## src/rtl/core/slle_pkg.sv

```systemverilog
`timescale 1ns / 1ps
// ----------------------------------------------------------------------------
// slle_pkg
// Shared widths, operation codes and status codes of the linked list engine.
// ----------------------------------------------------------------------------
package slle_pkg;

  localparam int SLOTS_DEFAULT = 64;

  localparam int MODE_W = 2;
  localparam int POS_W  = 6;
  localparam int VAL_W  = 8;
  localparam int STAT_W = 2;
  localparam int LEN_W  = 6;

  localparam logic [MODE_W-1:0] MODE_INSERT   = 2'd0;
  localparam logic [MODE_W-1:0] MODE_DELETE   = 2'd1;
  localparam logic [MODE_W-1:0] MODE_TRAVERSE = 2'd2;

  localparam logic [STAT_W-1:0] STAT_OK      = 2'd0;
  localparam logic [STAT_W-1:0] STAT_BAD_POS = 2'd1;
  localparam logic [STAT_W-1:0] STAT_FULL    = 2'd2;
  localparam logic [STAT_W-1:0] STAT_EMPTY   = 2'd3;

endpackage

```

## src/rtl/core/slle_ram.sv

```systemverilog
`timescale 1ns / 1ps
// ----------------------------------------------------------------------------
// slle_ram
// Simple dual-port RAM: one write port, one read port with registered data.
// ----------------------------------------------------------------------------
module slle_ram #(
  parameter int WIDTH = 8,
  parameter int DEPTH = 64
) (
  input  logic                     clk_i,
  input  logic                     we_i,
  input  logic [$clog2(DEPTH)-1:0] waddr_i,
  input  logic [WIDTH-1:0]         wdata_i,
  input  logic                     re_i,
  input  logic [$clog2(DEPTH)-1:0] raddr_i,
  output logic [WIDTH-1:0]         rdata_o
);

  logic [WIDTH-1:0] mem_q [DEPTH];
  logic [WIDTH-1:0] rdata_q;

  always_ff @(posedge clk_i) begin
    if (we_i) begin
      mem_q[waddr_i] <= wdata_i;
    end
  end

  // hold read data while no read is issued
  always_ff @(posedge clk_i) begin
    if (re_i) begin
      rdata_q <= mem_q[raddr_i];
    end
  end

  assign rdata_o = rdata_q;

endmodule

```

## src/rtl/core/static_linked_list_engine_core.sv

```systemverilog
`timescale 1ns / 1ps
// ----------------------------------------------------------------------------
// static_linked_list_engine_core
// Cursor-linked list of bytes kept in a link RAM and a data RAM, with a free
// chain of slots, supporting insert, delete and in-order traverse.
// ----------------------------------------------------------------------------
// One item is worked on at a time; the walk through the link RAM sets the
// time, one link per cycle on its single read port. An insert or a delete
// walks from the head to position p, an error goes straight to its result,
// an unused mode is dropped, and a traverse walks the whole list; each waits
// while the output side does not take results. After reset a clearing pass
// over all SLOTS slots builds the free chain; no item is accepted until it
// is done.
module static_linked_list_engine_core #(
  parameter int SLOTS = slle_pkg::SLOTS_DEFAULT
) (
  input  logic                       clk_i,
  input  logic                       rst_ni,
  input  logic                       in_valid_i,
  output logic                       in_ready_o,
  input  logic [slle_pkg::MODE_W-1:0] mode_i,
  input  logic [slle_pkg::POS_W-1:0]  position_i,
  input  logic [slle_pkg::VAL_W-1:0]  value_i,
  output logic                       out_valid_o,
  input  logic                       out_ready_i,
  output logic [slle_pkg::STAT_W-1:0] status_o,
  output logic [slle_pkg::VAL_W-1:0]  item_o,
  output logic [slle_pkg::LEN_W-1:0]  length_o,
  output logic                       last_o
);

  import slle_pkg::*;

  localparam int SW = $clog2(SLOTS);
  localparam logic [SW-1:0]    HEAD     = SW'(SLOTS - 1);
  localparam logic [SW-1:0]    TAIL     = SW'(SLOTS - 2);
  localparam logic [LEN_W-1:0] CAPACITY = LEN_W'(SLOTS - 2);

  localparam int ST_W = 4;
  localparam logic [ST_W-1:0] S_INIT     = 4'd0;
  localparam logic [ST_W-1:0] S_IDLE     = 4'd1;
  localparam logic [ST_W-1:0] S_INS_FREE = 4'd2;
  localparam logic [ST_W-1:0] S_WALK     = 4'd3;
  localparam logic [ST_W-1:0] S_INS_LINK = 4'd4;
  localparam logic [ST_W-1:0] S_DEL_READ = 4'd5;
  localparam logic [ST_W-1:0] S_DEL_FREE = 4'd6;
  localparam logic [ST_W-1:0] S_TRV_HEAD = 4'd7;
  localparam logic [ST_W-1:0] S_TRV_EMIT = 4'd8;
  localparam logic [ST_W-1:0] S_EMIT     = 4'd9;

  logic [ST_W-1:0]   state_q, state_d;
  logic [SW-1:0]     init_q, init_d;
  logic [SW-1:0]     free_q, free_d;
  logic [LEN_W-1:0]  count_q, count_d;
  logic [SW-1:0]     prev_q, prev_d;
  logic [SW-1:0]     fresh_q, fresh_d;
  logic [SW-1:0]     victim_q, victim_d;
  logic [LEN_W-1:0]  left_q, left_d;
  logic              op_del_q, op_del_d;
  logic [VAL_W-1:0]  value_q, value_d;
  logic [STAT_W-1:0] res_status_q, res_status_d;
  logic [VAL_W-1:0]  res_item_q, res_item_d;

  logic              out_valid_q;
  logic [STAT_W-1:0] status_q;
  logic [VAL_W-1:0]  item_q;
  logic [LEN_W-1:0]  length_q;
  logic              last_q;

  logic              out_free;
  logic              out_load;
  logic [STAT_W-1:0] out_status;
  logic [VAL_W-1:0]  out_item;
  logic              out_last;

  logic              lk_we, lk_re;
  logic [SW-1:0]     lk_waddr, lk_raddr, lk_wdata, lk_rdata;
  logic              dt_we, dt_re;
  logic [SW-1:0]     dt_waddr, dt_raddr;
  logic [VAL_W-1:0]  dt_wdata, dt_rdata;

  logic              ins_bad, del_bad, store_full;
  logic [SW-1:0]     init_link;

  slle_ram #(.WIDTH(SW), .DEPTH(SLOTS)) u_link_ram (
    .clk_i   (clk_i),
    .we_i    (lk_we),
    .waddr_i (lk_waddr),
    .wdata_i (lk_wdata),
    .re_i    (lk_re),
    .raddr_i (lk_raddr),
    .rdata_o (lk_rdata)
  );

  slle_ram #(.WIDTH(VAL_W), .DEPTH(SLOTS)) u_data_ram (
    .clk_i   (clk_i),
    .we_i    (dt_we),
    .waddr_i (dt_waddr),
    .wdata_i (dt_wdata),
    .re_i    (dt_re),
    .raddr_i (dt_raddr),
    .rdata_o (dt_rdata)
  );

  assign in_ready_o = (state_q == S_IDLE);
  assign out_free   = !out_valid_q || out_ready_i;

  assign ins_bad    = (position_i == '0) ||
                      ({1'b0, position_i} > ({1'b0, count_q} + (LEN_W + 1)'(1)));
  assign del_bad    = (position_i == '0) || (position_i > count_q);
  assign store_full = (free_q == '0) || (count_q >= CAPACITY);

  // clearing pass: free chain 1 -> 2 -> ... -> SLOTS-2 -> 0, head empty
  assign init_link  = ((init_q == TAIL) || (init_q == HEAD)) ? '0 : init_q + SW'(1);

  always_comb begin
    state_d      = state_q;
    init_d       = init_q;
    free_d       = free_q;
    count_d      = count_q;
    prev_d       = prev_q;
    fresh_d      = fresh_q;
    victim_d     = victim_q;
    left_d       = left_q;
    op_del_d     = op_del_q;
    value_d      = value_q;
    res_status_d = res_status_q;
    res_item_d   = res_item_q;

    lk_we    = 1'b0;
    lk_waddr = prev_q;
    lk_wdata = fresh_q;
    lk_re    = 1'b0;
    lk_raddr = lk_rdata;
    dt_we    = 1'b0;
    dt_waddr = fresh_q;
    dt_wdata = value_q;
    dt_re    = 1'b0;
    dt_raddr = lk_rdata;

    out_load   = 1'b0;
    out_status = res_status_q;
    out_item   = res_item_q;
    out_last   = 1'b1;

    unique case (state_q)
      S_INIT: begin
        lk_we    = 1'b1;
        lk_waddr = init_q;
        lk_wdata = init_link;
        init_d   = init_q + SW'(1);
        if (init_q == HEAD) begin
          state_d = S_IDLE;
        end
      end

      S_IDLE: begin
        if (in_valid_i) begin
          unique case (mode_i)
            MODE_INSERT: begin
              if (ins_bad) begin
                res_status_d = STAT_BAD_POS;
                res_item_d   = '0;
                state_d      = S_EMIT;
              end else if (store_full) begin
                res_status_d = STAT_FULL;
                res_item_d   = '0;
                state_d      = S_EMIT;
              end else begin
                lk_re    = 1'b1;
                lk_raddr = free_q;
                fresh_d  = free_q;
                value_d  = value_i;
                left_d   = position_i - LEN_W'(1);
                op_del_d = 1'b0;
                state_d  = S_INS_FREE;
              end
            end
            MODE_DELETE: begin
              if (del_bad) begin
                res_status_d = STAT_BAD_POS;
                res_item_d   = '0;
                state_d      = S_EMIT;
              end else begin
                lk_re    = 1'b1;
                lk_raddr = HEAD;
                prev_d   = HEAD;
                left_d   = position_i - LEN_W'(1);
                op_del_d = 1'b1;
                state_d  = S_WALK;
              end
            end
            MODE_TRAVERSE: begin
              if (count_q == '0) begin
                res_status_d = STAT_EMPTY;
                res_item_d   = '0;
                state_d      = S_EMIT;
              end else begin
                lk_re    = 1'b1;
                lk_raddr = HEAD;
                left_d   = count_q;
                state_d  = S_TRV_HEAD;
              end
            end
            default: begin
              // unused mode: drop the item
            end
          endcase
        end
      end

      S_INS_FREE: begin
        // pop the fresh slot and store its byte, then start the walk
        free_d   = lk_rdata;
        dt_we    = 1'b1;
        lk_re    = 1'b1;
        lk_raddr = HEAD;
        prev_d   = HEAD;
        state_d  = S_WALK;
      end

      S_WALK: begin
        if (left_q == '0) begin
          if (op_del_q) begin
            victim_d = lk_rdata;
            lk_re    = 1'b1;
            dt_re    = 1'b1;
            state_d  = S_DEL_READ;
          end else begin
            lk_we    = 1'b1;
            lk_waddr = fresh_q;
            lk_wdata = lk_rdata;
            state_d  = S_INS_LINK;
          end
        end else begin
          lk_re  = 1'b1;
          prev_d = lk_rdata;
          left_d = left_q - LEN_W'(1);
        end
      end

      S_INS_LINK: begin
        lk_we        = 1'b1;
        count_d      = count_q + LEN_W'(1);
        res_status_d = STAT_OK;
        res_item_d   = '0;
        state_d      = S_EMIT;
      end

      S_DEL_READ: begin
        // unlink the victim from its predecessor
        lk_we      = 1'b1;
        lk_wdata   = lk_rdata;
        res_item_d = dt_rdata;
        state_d    = S_DEL_FREE;
      end

      S_DEL_FREE: begin
        // push the victim onto the free chain
        lk_we        = 1'b1;
        lk_waddr     = victim_q;
        lk_wdata     = free_q;
        free_d       = victim_q;
        count_d      = count_q - LEN_W'(1);
        res_status_d = STAT_OK;
        state_d      = S_EMIT;
      end

      S_TRV_HEAD: begin
        lk_re   = 1'b1;
        dt_re   = 1'b1;
        state_d = S_TRV_EMIT;
      end

      S_TRV_EMIT: begin
        out_status = STAT_OK;
        out_item   = dt_rdata;
        out_last   = (left_q == LEN_W'(1));
        if (out_free) begin
          out_load = 1'b1;
          left_d   = left_q - LEN_W'(1);
          if (left_q == LEN_W'(1)) begin
            state_d = S_IDLE;
          end else begin
            lk_re = 1'b1;
            dt_re = 1'b1;
          end
        end
      end

      S_EMIT: begin
        if (out_free) begin
          out_load = 1'b1;
          state_d  = S_IDLE;
        end
      end

      default: begin
        state_d = S_IDLE;
      end
    endcase
  end

  always_ff @(posedge clk_i or negedge rst_ni) begin
    if (!rst_ni) begin
      state_q     <= S_INIT;
      init_q      <= '0;
      free_q      <= SW'(1);
      count_q     <= '0;
      op_del_q    <= 1'b0;
      out_valid_q <= 1'b0;
    end else begin
      state_q  <= state_d;
      init_q   <= init_d;
      free_q   <= free_d;
      count_q  <= count_d;
      op_del_q <= op_del_d;
      if (out_load) begin
        out_valid_q <= 1'b1;
      end else if (out_ready_i) begin
        out_valid_q <= 1'b0;
      end
    end
  end

  always_ff @(posedge clk_i) begin
    prev_q       <= prev_d;
    fresh_q      <= fresh_d;
    victim_q     <= victim_d;
    left_q       <= left_d;
    value_q      <= value_d;
    res_status_q <= res_status_d;
    res_item_q   <= res_item_d;
    if (out_load) begin
      status_q <= out_status;
      item_q   <= out_item;
      length_q <= count_q;
      last_q   <= out_last;
    end
  end

  assign out_valid_o = out_valid_q;
  assign status_o    = status_q;
  assign item_o      = item_q;
  assign length_o    = length_q;
  assign last_o      = last_q;

endmodule
```

## config.mk

```make
export PLATFORM = sky130hd
export DESIGN_NAME = static_linked_list_engine_core
export DESIGN_NICKNAME = d
export VERILOG_FILES = /design/src/rtl/core/slle_pkg.sv /design/src/rtl/core/slle_ram.sv /design/src/rtl/core/static_linked_list_engine_core.sv
export SDC_FILE = /design/constraint.sdc
export NUM_CORES = 1
export LEC_CHECK = 0
export ABC_AREA = 1
export BUFFER_PORTS_ARGS = -buffer_cell sky130_fd_sc_hd__buf_2
export CORE_ASPECT_RATIO = 1.1
export CORE_MARGIN = 1
export CORE_UTILIZATION = 30
export DETAILED_ROUTE_END_ITERATION = 8
export GPL_TIMING_DRIVEN = 0
export MAX_ROUTING_LAYER = met4
export PLACE_DENSITY = 0.56
export SYNTH_ARGS = -nofsm -noshare
export SYNTH_HDL_FRONTEND = slang
export SYNTH_SLANG_ARGS = --single-unit
export TNS_END_PERCENT = 30
```

## constraint.sdc

```tcl
create_clock -name clk_i -period 4.5 [get_ports clk_i]
set_input_delay 1.35 -clock clk_i [delete_from_list [all_inputs] [get_ports clk_i]]
set_output_delay 1.35 -clock clk_i [all_outputs]
set_load 0.01 [all_outputs]
```

==> metrics.md <==
| Metric | Value |
|---|---|
| TritonCTS Buffers | 98 |
| Cells on Worst Hold Path | 0 |
| Total Die Area | 141000 um^2 |
| Top post-synthesis cells by area | edfxtp_1 (70%), nand3_1 (7.1%), nor2_1 (4.8%) |
| Routed Wire Length | 142000 um |
| Maximum number of pins on one net before global-route repair | 31 |
| VDD IR-drop max | 433 uV |
| Drt wl/cell | 25.5 um |
| Result of the run | finished with violations |
| CTS sink count | 993 |
| Final Power | 36.0 mW |
| Number of unique standard cell types used by synthesis | 48 |
| Commonest register cell after synthesis | edfxtp_1 |
| Net Switching | 15.9 mW |
| Synthesized area | 41800 um^2 |
| Die width | 358 um |
| Post-detailed-placement half-perimeter wirelength | 100000 um |
| Utilization after layout | 35.0% |
| TritonCTS clock tree | yes |
| Total gr overflow | 0 |
| CP max-delay cell | clkbuf_1 |
| Worst slack at placement | -345 ps |
| Cells along the critical path | clkinv_2, clkbuf_1, clkbuf_1, nor2_1, o22ai_1, nor2_1, o32ai_1, o21ai_0, o21ai_0 |
| Count of buffers from port buffering | 38 |
| Worst stage delay on the critical path | 880 ps |
| Worst Setup Start Kind | flop |
| Area added between synthesis and finish | 15.6% |
| Endpoint with the worst hold slack | victim_q[1] |
| Required arrival time at the worst endpoint | 4900 ps |
| Post-place instance area | 45200 um^2 |
| CTS Root Buffer Type | clkbuf_16 |
| Number of violations of the max-capacitance limit | 0 |
| Register bit total from synthesis | 993 |
| Comb pwr share | 45.5% |
| NumNets Final | 3743 |
| Antenna violations before repair | 3 |
| Asr flop ratio synth | 2.42% |
| Clk slew on worst S/H paths | 60 ps |
| Startpoint of the most critical hold path | u_link_ram.rdata_o[1] |
| Post-Syn Area per Cell | 11.9 um^2 |
| Sequential fraction of design power | 31.8% |
| Detailed Routing Iterations Pass 1 | 8 |
| Number of buffers inserted to repair setup after CTS | 0 |
| Portion of synthesized cell area occupied by the leading cell type | 69.6% |
| Area of all placed cells without fillers | 48400 um^2 |
| Number of setup violations in the final report | 1 |
| Post-layout minimum cycle time | 4520 ps |
| Leakage power | 16.2 nW |
| H-tree depth | 3 |
| Fraction of the yosys area taken by sequential cells | 71.0% |
| Max-slew violations | 0 |
| Die Y-Extent | 394 um |
| Global-route wire length before repair | 201000 um |
| Fmax | 221 MHz |
| Switching Fraction | 44.2% |
| Share of power burned in the clock network | 22.7% |
| Max-slew headroom at the worst pin | 5.36% |
| Worst Setup End Kind | flop |
| Pwr per Cell Area | 744 nW/um^2 |
| Maximum clock insertion buffer count | 3 |
| Number of placement rows | 143 |
| Path type of the worst setup path | reg -> reg |
| Transition time at the pin with the least slew margin | 1410 ps |
| FILL cells | 13665 |
| Cell type with the largest total area after synthesis | edfxtp_1 |
| Terminus of the critical flop-to-flop path | u_data_ram.rdata_o[2] |
| Int Power | 20.1 mW |
| Global placer's final weighted congestion | 1.03 |
| Proportion of layout cells with a drive suffix above 1 | 8.63% |
| DRC violations left | 0 |
| Minimum setup slack in the final design | -24.9 ps |
| Detailed-route via count | 29683 |
| Area of the placeable core | 138000 um^2 |
| Syn. warnings | 0 |
| Final antenna-violating net count | 0 |
| Final worst-path cycle share | 101% |
| Worst Clk Skew | 24.9 ps |
| Failing checks | negative setup slack |
| Number of nets produced by synthesis | 3574 |
| Initial cell density of the core | 30.2% |
| Iter 0 DRT Violations | 3820 |
| Post-synthesis instance total | 3525 |
| Origin of the critical flop-to-flop path | u_link_ram.rdata_o[0] |
| R2R cell count | 9 |
| Worst hold slack across all endpoints | 485 ps |
| GRT Util Overall | 20.4% |
| Setup repair after global routing missed its margin | false |
| Critical Path Fanout Max | 10 |
| Crit path arrival time | 4930 ps |
| Number of top-level design ports | 39 |
| Internal reg-to-reg setup slack | -20 ps |
| Hold violation total from the final report | 0 |
| EDFF count, synth | 969 |
| Clock latency of the later-clocked register in the worst-skew pair | 710 ps |
| HP Class | reg -> reg |
| Number of global-route vias before repair | 28133 |
| Average vias per placed instance | 5.32 |
[synth_stat cells, types with 2 or more instances]
library cell	instances
o22ai_1	139
o21ai_0	357
inv_2	3
buf_2	42
clkbuf_1	138
a221oi_1	6
inv_1	127
o32ai_1	5
xnor2_1	5
o311ai_0	3
o211ai_1	12
nand2_1	367
buf_4	15
ha_1	28
nor2_1	532
nor3_1	11
a211oi_1	3
o221ai_1	25
nand2_2	7
nand2_4	2
buf_6	23
nand4_1	10
a22oi_1	2
nand3_1	595
a2111oi_0	2
clkinv_1	2
a31oi_1	3
a21oi_1	33
xor2_1	6
edfxtp_1	969
dfrtp_1	23
o21bai_1	4
buf_1	3
o31ai_1	2
o2111ai_1	8
[power by group through the flow]
| stage | clock network, mW | logic [mW] | registers, mW |
|---|---|---|---|
| floorplan | 0 | 8.99 | 11.6 |
| global placement | 0 | 15.5 | 11.9 |
| detailed placement | 0 | 16.0 | 11.6 |
| CTS | 8.22 | 16.0 | 11.5 |
| global route | 8.56 | 17.3 | 11.5 |
| finish | 8.16 | 16.4 | 11.5 |
[per-layer routing]
layer  wire length (um)  up-vias  global-route usage (%)
met3              12000      356                    3.81
met2              66600     1523                    32.0
met5                  0        -                       -
li1                   -    13229                       -
met1              56600    14575                    25.6
met4               7070        0                    9.01
[stage by stage]
step | std cells | TNS, ps
floorplan | 3525 | 0
CTS | 5579 | 0
global route | 5581 | 0
detailed placement | 5407 | -3140
global placement | 5375 | -1174120
finish | 5582 | -24.9
[flip-flops by register name, indices dropped and copies added, names as in the netlist, 8 cells and up]
name and flops:
u_link_ram.mem_q 384, u_data_ram.rdata_o 8, res_item_q 8, u_data_ram.mem_q 512, dt_wdata 8, item_o 8
[cell families (layout without fill, tap and decap cells)]
group           after synthesis  in the layout  share of synthesized area, %
fa+ha+maj                    29             29                         0.885
simple gates               1529           1529                          15.7
xor+xnor                     11             11                         0.230
buf+inv                     353            595                          3.84
other cells                   0              3                             0
compound gates              610            610                          8.34
flops                       993            993                          71.0
[worst max path at each step]
| stage | start | endpoint | slack, ps |
|---|---|---|---|
| finish | u_link_ram.rdata_o[0] | u_data_ram.rdata_o[2] | -20 |
| global route | left_q[0] | u_link_ram.mem_q[29][0] | 4 |
| CTS | u_link_ram.rdata_o[0] | u_data_ram.rdata_o[2] | 30 |
| detailed placement | position_i[0] | u_link_ram.rdata_o[0] | -340 |
| global placement | left_q[0] | u_link_ram.mem_q[36][2] | -3220 |
| floorplan | position_i[0] | res_item_q[0] | 240 |
[cell type report]
| cell class | count | area, um^2 | area share, % |
|---|---|---|---|
| tap | 1812 | 2270 | 4.69 |
| clock buffer | 117 | 2590 | 5.35 |
| clock inverter | 56 | 522 | 1.08 |
| inverter | 132 | 497 | 1.03 |
| multi-input combinational | 2179 | 10700 | 22.1 |
| antenna | 3 | 7.51 | 0.0155 |
| timing repair buffer | 70 | 975 | 2.02 |
| buffer | 220 | 1120 | 2.31 |
| sequential | 993 | 29700 | 61.4 |
[placed cells by master (no fill, tap or decap), types with 22 or more instances in the layout]
master and n:
nor2_1 525, buf_2 80, nand3_1 595, nand2_1 367
buf_6 24, o21ai_0 357, ha_1 28, dfrtp_1 22
o22ai_1 139, clkbuf_16 101, a21oi_1 32, edfxtp_1 969
clkbuf_1 150, o221ai_1 22, buf_16 22, inv_1 127
[critical path, delay by kind of cell, from the launching register on]
family | cells | cell delay, ps
AND/OR/NAND/NOR | 2 | 280
buffers and inverters | 3 | 1690
flip-flops | 1 | 760
AO/OA/AOI/OAI | 4 | 1490
[repair_timing]
item | CTS | global route
hold buffers | 0 | 0
resized for setup | 1 | 17
endpoints found under the setup margin | 14 | 57
Power figures use the tool's default switching activity.
